[config.mk]
export PLATFORM = sky130hd
export DESIGN_NAME = ring_neighbor_resource_arbiter
export DESIGN_NICKNAME = d
export VERILOG_FILES = /design/src/design/rnra_pkg.sv /design/src/design/rnra_ctrl.sv /design/src/design/rnra_dp.sv /design/src/design/ring_neighbor_resource_arbiter.sv
export SDC_FILE = /design/constraint.sdc
export NUM_CORES = 1
export LEC_CHECK = 0
export BUFFER_PORTS_ARGS = -buffer_cell sky130_fd_sc_hd__buf_2
export CORE_MARGIN = 2
export CORE_UTILIZATION = 30
export CTS_BUF_LIST = sky130_fd_sc_hd__clkbuf_8
export DETAILED_ROUTE_END_ITERATION = 6
export PLACE_DENSITY = 0.54
export SETUP_SLACK_MARGIN = 0.05
export SYNTH_ARGS = -nofsm -noshare
export SYNTH_HDL_FRONTEND = slang
export SYNTH_SLANG_ARGS = --single-unit
[constraint.sdc]
create_clock -name i_clk -period 4.4 [get_ports i_clk]
set_clock_uncertainty 0.15 [all_clocks]
set_input_delay 0.44 -clock i_clk [delete_from_list [all_inputs] [get_ports i_clk]]
set_output_delay 0.44 -clock i_clk [all_outputs]
set_load 0.05 [all_outputs]
[src/design/rnra_pkg.sv]
// ----------------------------------------------------------------------------
// Ring neighbor resource arbiter: shared package
// Widths, defaults and the command and status types between controller and
// datapath.
// ----------------------------------------------------------------------------
`default_nettype none

package rnra_pkg;

    localparam int NUM_CLIENTS_DEF = 10;
    localparam int CLIENT_W        = 4;
    localparam int IN_TDATA_W      = 8;
    localparam int OUT_FIELDS_W    = 11;
    localparam int OUT_TDATA_W     = 16;

    // Operation applied to the client lanes in one step.
    typedef enum logic [1:0] {
        OP_NONE,
        OP_HUNGRY,
        OP_THINK,
        OP_TEST
    } t_op;

    // Which lane a grant test looks at.
    typedef enum logic [1:0] {
        TGT_SELF,
        TGT_RIGHT,
        TGT_LEFT
    } t_target;

    typedef struct packed {
        logic    load;      // capture the incoming item
        t_op     op;
        t_target target;
        logic    emit;      // move the result into the output register
    } t_dp_cmd;

    typedef struct packed {
        logic cmd_put;      // captured command is a release
        logic out_free;     // output register can take a result this cycle
    } t_dp_status;

endpackage

`default_nettype wire

[src/design/rnra_ctrl.sv]
// ----------------------------------------------------------------------------
// Ring neighbor resource arbiter: controller
// Sequences one item through mark, grant test(s) and result hand-off.
// ----------------------------------------------------------------------------
`default_nettype none

module rnra_ctrl (
    input  wire                 i_clk,
    input  wire                 i_rst_n,
    input  wire                 i_s_tvalid,
    output logic                o_s_tready,
    input  rnra_pkg::t_dp_status i_status,
    output rnra_pkg::t_dp_cmd   o_cmd
);

    typedef enum logic [2:0] {
        S_IDLE,
        S_MARK,
        S_TEST_SELF,
        S_TEST_RIGHT,
        S_TEST_LEFT,
        S_EMIT
    } t_state;

    t_state r_state, n_state;
    logic   r_ready, n_ready;
    logic   accept;

    assign accept     = i_s_tvalid & r_ready;
    assign o_s_tready = r_ready;

    always_comb begin
        n_state      = r_state;
        n_ready      = r_ready;
        o_cmd.load   = 1'b0;
        o_cmd.op     = rnra_pkg::OP_NONE;
        o_cmd.target = rnra_pkg::TGT_SELF;
        o_cmd.emit   = 1'b0;
        case (r_state)
            S_IDLE: begin
                if (accept) begin
                    o_cmd.load = 1'b1;
                    n_state    = S_MARK;
                    n_ready    = 1'b0;
                end
            end
            S_MARK: begin
                if (i_status.cmd_put) begin
                    o_cmd.op = rnra_pkg::OP_THINK;
                    n_state  = S_TEST_RIGHT;
                end else begin
                    o_cmd.op = rnra_pkg::OP_HUNGRY;
                    n_state  = S_TEST_SELF;
                end
            end
            S_TEST_SELF: begin
                o_cmd.op     = rnra_pkg::OP_TEST;
                o_cmd.target = rnra_pkg::TGT_SELF;
                n_state      = S_EMIT;
            end
            S_TEST_RIGHT: begin
                o_cmd.op     = rnra_pkg::OP_TEST;
                o_cmd.target = rnra_pkg::TGT_RIGHT;
                n_state      = S_TEST_LEFT;
            end
            S_TEST_LEFT: begin
                o_cmd.op     = rnra_pkg::OP_TEST;
                o_cmd.target = rnra_pkg::TGT_LEFT;
                n_state      = S_EMIT;
            end
            S_EMIT: begin
                if (i_status.out_free) begin
                    o_cmd.emit = 1'b1;
                    n_state    = S_IDLE;
                    n_ready    = 1'b1;
                end
            end
            default: begin
                n_state = S_IDLE;
                n_ready = 1'b1;
            end
        endcase
    end

    always_ff @(posedge i_clk) begin
        if (!i_rst_n) begin
            r_state <= S_IDLE;
            r_ready <= 1'b1;
        end else begin
            r_state <= n_state;
            r_ready <= n_ready;
        end
    end

endmodule

`default_nettype wire

[src/design/rnra_dp.sv]
// ----------------------------------------------------------------------------
// Ring neighbor resource arbiter: datapath
// One lane of phase bits per client, neighbor-wired grant tests, result flags
// and the output register.
// ----------------------------------------------------------------------------
`default_nettype none

module rnra_dp #(
    parameter int NUM_CLIENTS = rnra_pkg::NUM_CLIENTS_DEF
) (
    input  wire                                  i_clk,
    input  wire                                  i_rst_n,
    input  wire  [rnra_pkg::IN_TDATA_W-1:0]      i_s_tdata,
    input  rnra_pkg::t_dp_cmd                    i_cmd,
    output rnra_pkg::t_dp_status                 o_status,
    input  wire                                  i_m_tready,
    output logic                                 o_m_tvalid,
    output logic [rnra_pkg::OUT_TDATA_W-1:0]     o_m_tdata
);

    localparam int IW = ($clog2(NUM_CLIENTS) > rnra_pkg::CLIENT_W) ?
                        $clog2(NUM_CLIENTS) : rnra_pkg::CLIENT_W;
    localparam logic [IW-1:0] LAST = IW'(NUM_CLIENTS - 1);
    localparam int PAD_W = rnra_pkg::OUT_TDATA_W - rnra_pkg::OUT_FIELDS_W;

    // Captured item.
    logic                          r_cmd_put;
    logic [rnra_pkg::CLIENT_W-1:0] r_client;

    // Phase per client: eating, hungry, or thinking when neither bit is set.
    logic [NUM_CLIENTS-1:0] r_eat, n_eat;
    logic [NUM_CLIENTS-1:0] r_hungry, n_hungry;

    logic r_granted, r_wake_r, r_wake_l;
    logic r_m_tvalid;
    logic [rnra_pkg::OUT_TDATA_W-1:0] r_m_tdata;

    logic [IW-1:0] c_ext, right_idx, left_idx;
    logic          in_range;
    logic [NUM_CLIENTS-1:0] sel_c, sel_r, sel_l, sel_t, cond, hit_vec;
    logic          hit;
    logic [rnra_pkg::CLIENT_W-1:0] right_out, left_out;

    assign c_ext     = IW'(r_client);
    assign in_range  = (c_ext <= LAST);
    assign right_idx = (c_ext == LAST) ? '0 : c_ext + IW'(1);
    assign left_idx  = (c_ext == '0) ? LAST : c_ext - IW'(1);

    // Neighbor fields leave the block masked to the field width.
    assign right_out = in_range ? right_idx[rnra_pkg::CLIENT_W-1:0] : '0;
    assign left_out  = in_range ? left_idx[rnra_pkg::CLIENT_W-1:0] : '0;

    for (genvar i = 0; i < NUM_CLIENTS; i++) begin : g_lane
        localparam int RI = (i + 1) % NUM_CLIENTS;
        localparam int LI = (i + NUM_CLIENTS - 1) % NUM_CLIENTS;
        assign sel_c[i] = (c_ext == IW'(i));
        assign sel_r[i] = in_range & (right_idx == IW'(i));
        assign sel_l[i] = in_range & (left_idx == IW'(i));
        // A hungry client may eat when neither ring neighbor is eating.
        assign cond[i]  = r_hungry[i] & ~r_eat[RI] & ~r_eat[LI];
    end

    always_comb begin
        case (i_cmd.target)
            rnra_pkg::TGT_SELF:  sel_t = sel_c;
            rnra_pkg::TGT_RIGHT: sel_t = sel_r;
            rnra_pkg::TGT_LEFT:  sel_t = sel_l;
            default:             sel_t = '0;
        endcase
    end

    assign hit_vec = sel_t & cond;
    assign hit     = |hit_vec;

    always_comb begin
        n_eat    = r_eat;
        n_hungry = r_hungry;
        case (i_cmd.op)
            rnra_pkg::OP_HUNGRY: begin
                n_hungry = r_hungry | sel_c;
                n_eat    = r_eat & ~sel_c;
            end
            rnra_pkg::OP_THINK: begin
                n_hungry = r_hungry & ~sel_c;
                n_eat    = r_eat & ~sel_c;
            end
            rnra_pkg::OP_TEST: begin
                n_eat    = r_eat | hit_vec;
                n_hungry = r_hungry & ~hit_vec;
            end
            default: begin
            end
        endcase
    end

    always_ff @(posedge i_clk) begin
        if (!i_rst_n) begin
            r_eat      <= '0;
            r_hungry   <= '0;
            r_m_tvalid <= 1'b0;
        end else begin
            r_eat    <= n_eat;
            r_hungry <= n_hungry;
            if (i_cmd.emit) begin
                r_m_tvalid <= 1'b1;
            end else if (i_m_tready) begin
                r_m_tvalid <= 1'b0;
            end
        end
    end

    always_ff @(posedge i_clk) begin
        if (i_cmd.load) begin
            r_cmd_put <= i_s_tdata[0];
            r_client  <= i_s_tdata[rnra_pkg::CLIENT_W:1];
            r_granted <= 1'b0;
            r_wake_r  <= 1'b0;
            r_wake_l  <= 1'b0;
        end else if (i_cmd.op == rnra_pkg::OP_TEST) begin
            case (i_cmd.target)
                rnra_pkg::TGT_SELF:  r_granted <= hit;
                rnra_pkg::TGT_RIGHT: r_wake_r  <= hit;
                rnra_pkg::TGT_LEFT:  r_wake_l  <= hit;
                default: begin
                end
            endcase
        end
        if (i_cmd.emit) begin
            r_m_tdata <= {{PAD_W{1'b0}}, left_out, r_wake_l, right_out, r_wake_r, r_granted};
        end
    end

    assign o_status.cmd_put  = r_cmd_put;
    assign o_status.out_free = ~r_m_tvalid | i_m_tready;
    assign o_m_tvalid        = r_m_tvalid;
    assign o_m_tdata         = r_m_tdata;

endmodule

`default_nettype wire

[src/design/ring_neighbor_resource_arbiter.sv]
// ----------------------------------------------------------------------------
// Ring neighbor resource arbiter
// Grants clients in a ring the two resources they share with their neighbors.
// ----------------------------------------------------------------------------
// Usage: each input item on the slave stream carries a command and a client
// index. A take marks the client hungry and grants it when neither ring
// neighbor is eating. A put sends the client back to thinking and then tests
// its right neighbor, then its left one, granting each that is hungry with no
// eating neighbor of its own. Every item yields exactly one result item on the
// master stream with the grant flag, both wake flags and both neighbor indices.
// A client index at or above the ring size changes nothing and gives an
// all-zero result.
// Timing: the controller walks one item at a time through a mark step, one
// grant test (take) or two (put), and a hand-off step into the output
// register; a new item is taken only after the result of the last one has
// been moved into the output register.
// Reset: synchronous and active low; every client starts thinking and the
// output register is empty. If the receiver stalls, the result holds in the
// output register and the block stops in its hand-off step until it drains.
// ----------------------------------------------------------------------------
`default_nettype none

module ring_neighbor_resource_arbiter #(
    parameter int NUM_CLIENTS = rnra_pkg::NUM_CLIENTS_DEF
) (
    input  wire                               i_clk,
    input  wire                               i_rst_n,
    // tdata fields from bit 0: cmd (1 bit, 1 = put), client (4 bits).
    input  wire                               s_tvalid,
    output logic                              s_tready,
    input  wire  [rnra_pkg::IN_TDATA_W-1:0]   s_tdata,
    // tdata fields from bit 0: granted_now (1), wake_right (1),
    // right_client (4), wake_left (1), left_client (4).
    output logic                              m_tvalid,
    input  wire                               m_tready,
    output logic [rnra_pkg::OUT_TDATA_W-1:0]  m_tdata
);

    rnra_pkg::t_dp_cmd    dp_cmd;
    rnra_pkg::t_dp_status dp_status;

    // Sequencer: one step per cycle unless the hand-off step waits on a stalled output, one item in flight.
    rnra_ctrl u_ctrl (
        .i_clk      (i_clk),
        .i_rst_n    (i_rst_n),
        .i_s_tvalid (s_tvalid),
        .o_s_tready (s_tready),
        .i_status   (dp_status),
        .o_cmd      (dp_cmd)
    );

    // Phase lanes, neighbor tests and the output register.
    rnra_dp #(
        .NUM_CLIENTS (NUM_CLIENTS)
    ) u_dp (
        .i_clk      (i_clk),
        .i_rst_n    (i_rst_n),
        .i_s_tdata  (s_tdata),
        .i_cmd      (dp_cmd),
        .o_status   (dp_status),
        .i_m_tready (m_tready),
        .o_m_tvalid (m_tvalid),
        .o_m_tdata  (m_tdata)
    );

endmodule

`default_nettype wire

# --- Word level (Yosys, flattened, before mapping) ---
# Cells that the tools add are included.
totals:
  ff_bits: 44
  input_bits: 12
  out_inout_bits: 18
  elab_cells: 155
op_classes:
  add_sub_neg: 2
  order_cmp: 1
  eq_ne: 39
  muxes: 21
  n_bitwise: 62
  reduce_logical: 18
op_table:
  columns: ["operator", "n"]
  rows:
  - ["10-bit one-hot mux with 3 select lines", 2]
  - ["4-bit by 3-bit equality test with 1-bit output, second input constant", 12]
  - ["1-bit AND", 41]
  - ["10-bit AND", 4]
  - ["4-bit by 2-bit equality test with 1-bit output, second input constant", 6]
  - ["4-bit equality test, second input constant", 6]
  - ["10-bit NOT", 2]
  - ["10-bit bitwise OR", 2]
  - ["10-bit one-hot mux with 2 select lines", 1]
  - ["3-bit one-hot mux with 5 select lines", 1]
  - ["4-bit by 1-bit equality test with 1-bit output, second input constant", 3]
  - ["4-bit zero test", 3]
  - ["1-bit NOT", 12]
  - ["10-bit OR reduction", 1]
  - ["1-bit 2-to-1 mux", 9]
  - ["4-bit 2-to-1 mux", 2]
  - ["2-bit one-hot mux with 2 select lines", 2]
  - ["2-bit AND reduction", 4]
  - ["2-bit equality test, second input constant", 3]
  - ["3-bit by 2-bit equality test with 1-bit output, second input constant", 2]
  - ["3-bit equality test, second input constant", 2]
  - ["3-bit 2-to-1 mux", 2]
  - ["4-bit by 1-bit adder with 4-bit output, second input constant", 1]
  - ["2-bit by 1-bit equality test with 1-bit output, second input constant", 2]
  - ["other kinds (16)", 18]

# --- Longest topological paths before layout ---
depth:
  word_depth: 9
  mapped_depth: 8
  depth_no_buf: 6

# --- Hierarchy ---
# A second synthesis with hierarchy kept.
hier_totals:
  hier_cells: 293
  area_unflattened_um2: 2580.0
modules_own_cells:
  columns: ["module", "n_inst", "cells_each", "area_each_um2", "seq_area_each_um2"]
  rows:
  - ["rnra_dp", 1, 258, 2290.9, 960.9]
  - ["rnra_ctrl", 1, 35, 289.0, 80.1]

# --- Worst setup path before layout ---
# Ideal clock, no wire load.
synth_path:
  kind: "reg2reg"
  start: "reg u_ctrl.r_state[2]"
  end: "reg u_dp.r_wake_l"
  setup_time_ns: 0.137
  arrival_ns: 1.858
  required_time_ns: 4.113
  path_slack_ns: 2.255
  stages_incl_launch_ff: 8
  path_buffers: 1
  synth_period_minus_slack_ns: 2.145
  cell_sequence: "dfxtp_1 buf_6 nor3b_2 nor3_1 or2_1 a22o_1 a2111oi_4 a21oi_1"
synth_via:
  elab_chain_cells: 6
  word_cells_on_any_way: 17
synth_rtl:
  columns: ["item", "line_no", "source"]
  rows:
  - ["start: declaration", "rnra_ctrl.sv:25", "t_state r_state, n_state;"]
  - ["start signal: assignment", "rnra_ctrl.sv:90", "r_state <= n_state;"]
  - ["3-bit equality test or 3-bit by 2-bit equality test with 1-bit output (tied branches)", "rnra_ctrl.sv:39", "case (r_state)"]
  - ["2-bit one-hot mux with 2 select lines", "rnra_ctrl.sv:39", null]
  - ["2-bit equality test, or another cell as far along", "rnra_dp.sv:64, rnra_dp.sv:120", null]
  - ["10-bit one-hot mux with 3 select lines", "rnra_dp.sv:64", "case (i_cmd.target)"]
  - ["10-bit AND", "rnra_dp.sv:72", "assign hit_vec = sel_t & cond;"]
  - ["10-bit OR reduction", "rnra_dp.sv:73", "assign hit = |hit_vec;"]
  - ["end signal: assignment", "rnra_dp.sv:123", "rnra_pkg::TGT_LEFT: r_wake_l <= hit;"]
  - ["end: declaration", "rnra_dp.sv:34", "logic r_granted, r_wake_r, r_wake_l;"]
# Parallel ways exist; a longest one is shown, timed or not.
# A chain may end at the register's enable or synchronous reset.

# --- Final worst setup path ---
# Ends and elaborated chain as after synthesis.

==> flow_summary.json <==
{
  "setup_ws_ns": 1.74,
  "ys_seq_area_share_pct": 45.7,
  "slew_headroom_pct": 43.4,
  "slew_viol_final": 0,
  "final_hold_viol_count": 0,
  "tightestPinTransition_ns": 0.847,
  "antenna_left": 0,
  "nets": 278,
  "io_buffers": 21,
  "numCtsBuffers": 5,
  "seq_area_um2": 1040,
  "final_common_cell": "nand2_1",
  "hold_ws_ns": 0.168,
  "finalCriticalPeriod_ns": 2.66,
  "wire_per_inst_um": 13.9,
  "finalInstanceArea_um2": 2480,
  "dieArea_um2": 8300,
  "cts_sinks": 44,
  "antenna_found_initial": 0,
  "rsz0062_at_grt": "no",
  "ir_drop_v": 0.0000944,
  "htreeDepth": 2,
  "drc": 0,
  "wirelength_um": 5090,
  "syn_area_per_cell_um2": 8.97,
  "hold_buffers": 0,
  "start_util_pct": 31.2,
  "gp_congestion": 0.873,
  "finalCritPeriodShare_pct": 60.6,
  "tritoncts": "done",
  "syn_area_um2": 2280,
  "grt_pass1_wl_um": 8510,
  "synth_top_flop_cell": "dfxtp_1",
  "clkLatencyLatePin_ns": 0.29,
  "synth-edff-count": 16,
  "max_clock_freq_mhz": 375,
  "cp-startpoint": "u_ctrl.r_state[2]",
  "hold_start": "s_tdata[4]",
  "fp.coreArea_um2": 7290,
  "path_class": "reg -> reg",
  "num_antenna_cells": 0,
  "grt.total_usage_pct": 12.9,
  "viasPerCell": 4.99,
  "cp-start-kind": "flip-flop",
  "grt_pass1_vias": 1639,
  "crit_path_max_fanout": 12,
  "finalSetupTns_ns": 0,
  "leakagePower_nw": 0.882,
  "synth-seq-cells": 44,
  "dp_hpwl_um": 3670,
  "pre_cts_slack_ns": 1.80,
  "critPathCaptureType": "flip-flop",
  "finalSetupViolations": 0,
  "clk_path_buf_depth": 2,
  "syn2layout_area_growth_pct": 9.12,
  "timing.max_cap.violations": 0,
  "synth.distinct_cells": 50,
  "grt_max_degree": 25,
  "r2r_start": "u_ctrl.r_state[2]",
  "row_count": 31,
  "status": "finished, final reports clean",
  "final_util_pct": 34.1,
  "die_y_um": 91.1,
  "multi_input_area_um2": 1110,
  "die-width_um": 91.1,
  "hold_class": "in -> reg",
  "cts_resized": 0,
  "ctsRootBufferMaster": "clkbuf_8",
  "routed-via-count": 1827,
  "ys_warn_count": 0,
  "syn_inst": 254,
  "arrival_ns": 2.67,
  "fillers": 786,
  "placed_cell_area_um2": 2400,
  "layout_common_cells": "nand2_1, dfxtp_1, o21ai_0",
  "ys_async_sr_fraction_pct": 0,
  "clkTransAtPathRegs_ns": 0.08,
  "io_pins": 30,
  "worst_ep_required_time_ns": 4.41,
  "cts_setup_buffers": 0,
  "drtPass1Iterations": 4,
  "power.density_nw_per_um2": 359,
  "final_layout_size_suffix_gt1_share_pct": 13.1,
  "grt.overflow.total": 0,
  "drt_iter0_drc": 147
}
sequential cells by signal, indices dropped and copies added, names as in the netlist:
| name | cells |
|---|---|
| u_ctrl.o_s_tready | 1 |
| u_ctrl.r_state | 3 |
| u_dp.r_eat | 10 |
| u_dp.r_wake_l | 1 |
| u_dp.r_granted | 1 |
| u_dp.o_m_tvalid | 1 |
| u_dp.r_hungry | 10 |
| u_dp.r_wake_r | 1 |
| u_dp.o_m_tdata | 11 |
| u_dp.c_ext | 4 |
| u_dp.r_cmd_put | 1 |
layout make-up:
type | count | share of cell area, %
inverter | 6 | 0.906
clock inverter | 3 | 0.453
multi-input combinational | 188 | 44.8
tap | 99 | 4.98
clock buffer | 5 | 2.77
timing repair buffer | 21 | 4.23
sequential | 44 | 41.9
cells in the mapped netlist, types with 3 or more instances:
master / number / area share, %
nand2b_1: 8 / 2.2
o22ai_1: 3 / 0.82
buf_4: 6 / 2.0
and2_1: 3 / 0.82
edfxtp_1: 16 / 21
buf_2: 3 / 0.66
o21ai_0: 23 / 5.1
nor4b_1: 3 / 1.2
a32oi_1: 3 / 1.2
nor3b_1: 4 / 1.3
nor2_1: 12 / 2.0
clkbuf_1: 8 / 1.3
nor4_1: 3 / 0.82
and3_1: 9 / 2.5
inv_1: 6 / 0.99
nand4_1: 4 / 1.1
nor2b_1: 9 / 2.5
nand2_1: 35 / 5.8
dfxtp_1: 28 / 25
a21oi_1: 11 / 2.4
nand3_1: 4 / 0.88
a21boi_0: 11 / 3.6
or3b_2: 3 / 1.2
nor3_1: 6 / 1.3
worst max-delay path, cell delays in order (launching register included):
cell       delay [ns]
dfxtp_1          0.50
nor3b_2          0.55
nor3_1           0.19
or2_1            0.30
a22o_1           0.25
a2111oi_4        0.47
a21oi_1          0.12
kinds of logic after synthesis:
kind of cell	share of synthesized area [%]
mux	0.440
other cells	0.165
simple gates	27.4
buf+inv	6.10
compound gates	19.8
xor+xnor	0.385
flops	45.7
power breakdown:
part,internal (mW),switching [mW],total (mW),leakage (nW)
clock network,0.106,0.127,0.233,0.0482
logic,0.0546,0.107,0.162,0.460
registers,0.453,0.0450,0.498,0.375
layer usage:
layer / part of all wire, % / GRT usage (%) / wire length [um] / vias to the layer above
met2: 43 / 19.4 / 2190 / 59
met5: 0 / 0 / 0 / -
met4: 1.9 / 4.80 / 96 / 0
met1: 50 / 17.9 / 2520 / 822
li1: - / - / - / 936
met3: 5.4 / 2.90 / 274 / 10
final timing paths:
kind,to,slack [ns],cells after the start
max,u_dp.r_wake_l,1.74,6
min,u_dp.c_ext[3],0.17,1
max reg2reg,u_dp.r_wake_l,1.74,6
min reg2reg,u_dp.o_m_tdata[0],0.29,0
through the flow:
stage               power [mW]  std cells
floorplan                0.635        258
global placement         0.666        358
detailed placement       0.667        358
CTS                      0.901        366
global route             0.947        366
finish                   0.893        366
(Power assumes the default switching activity.)
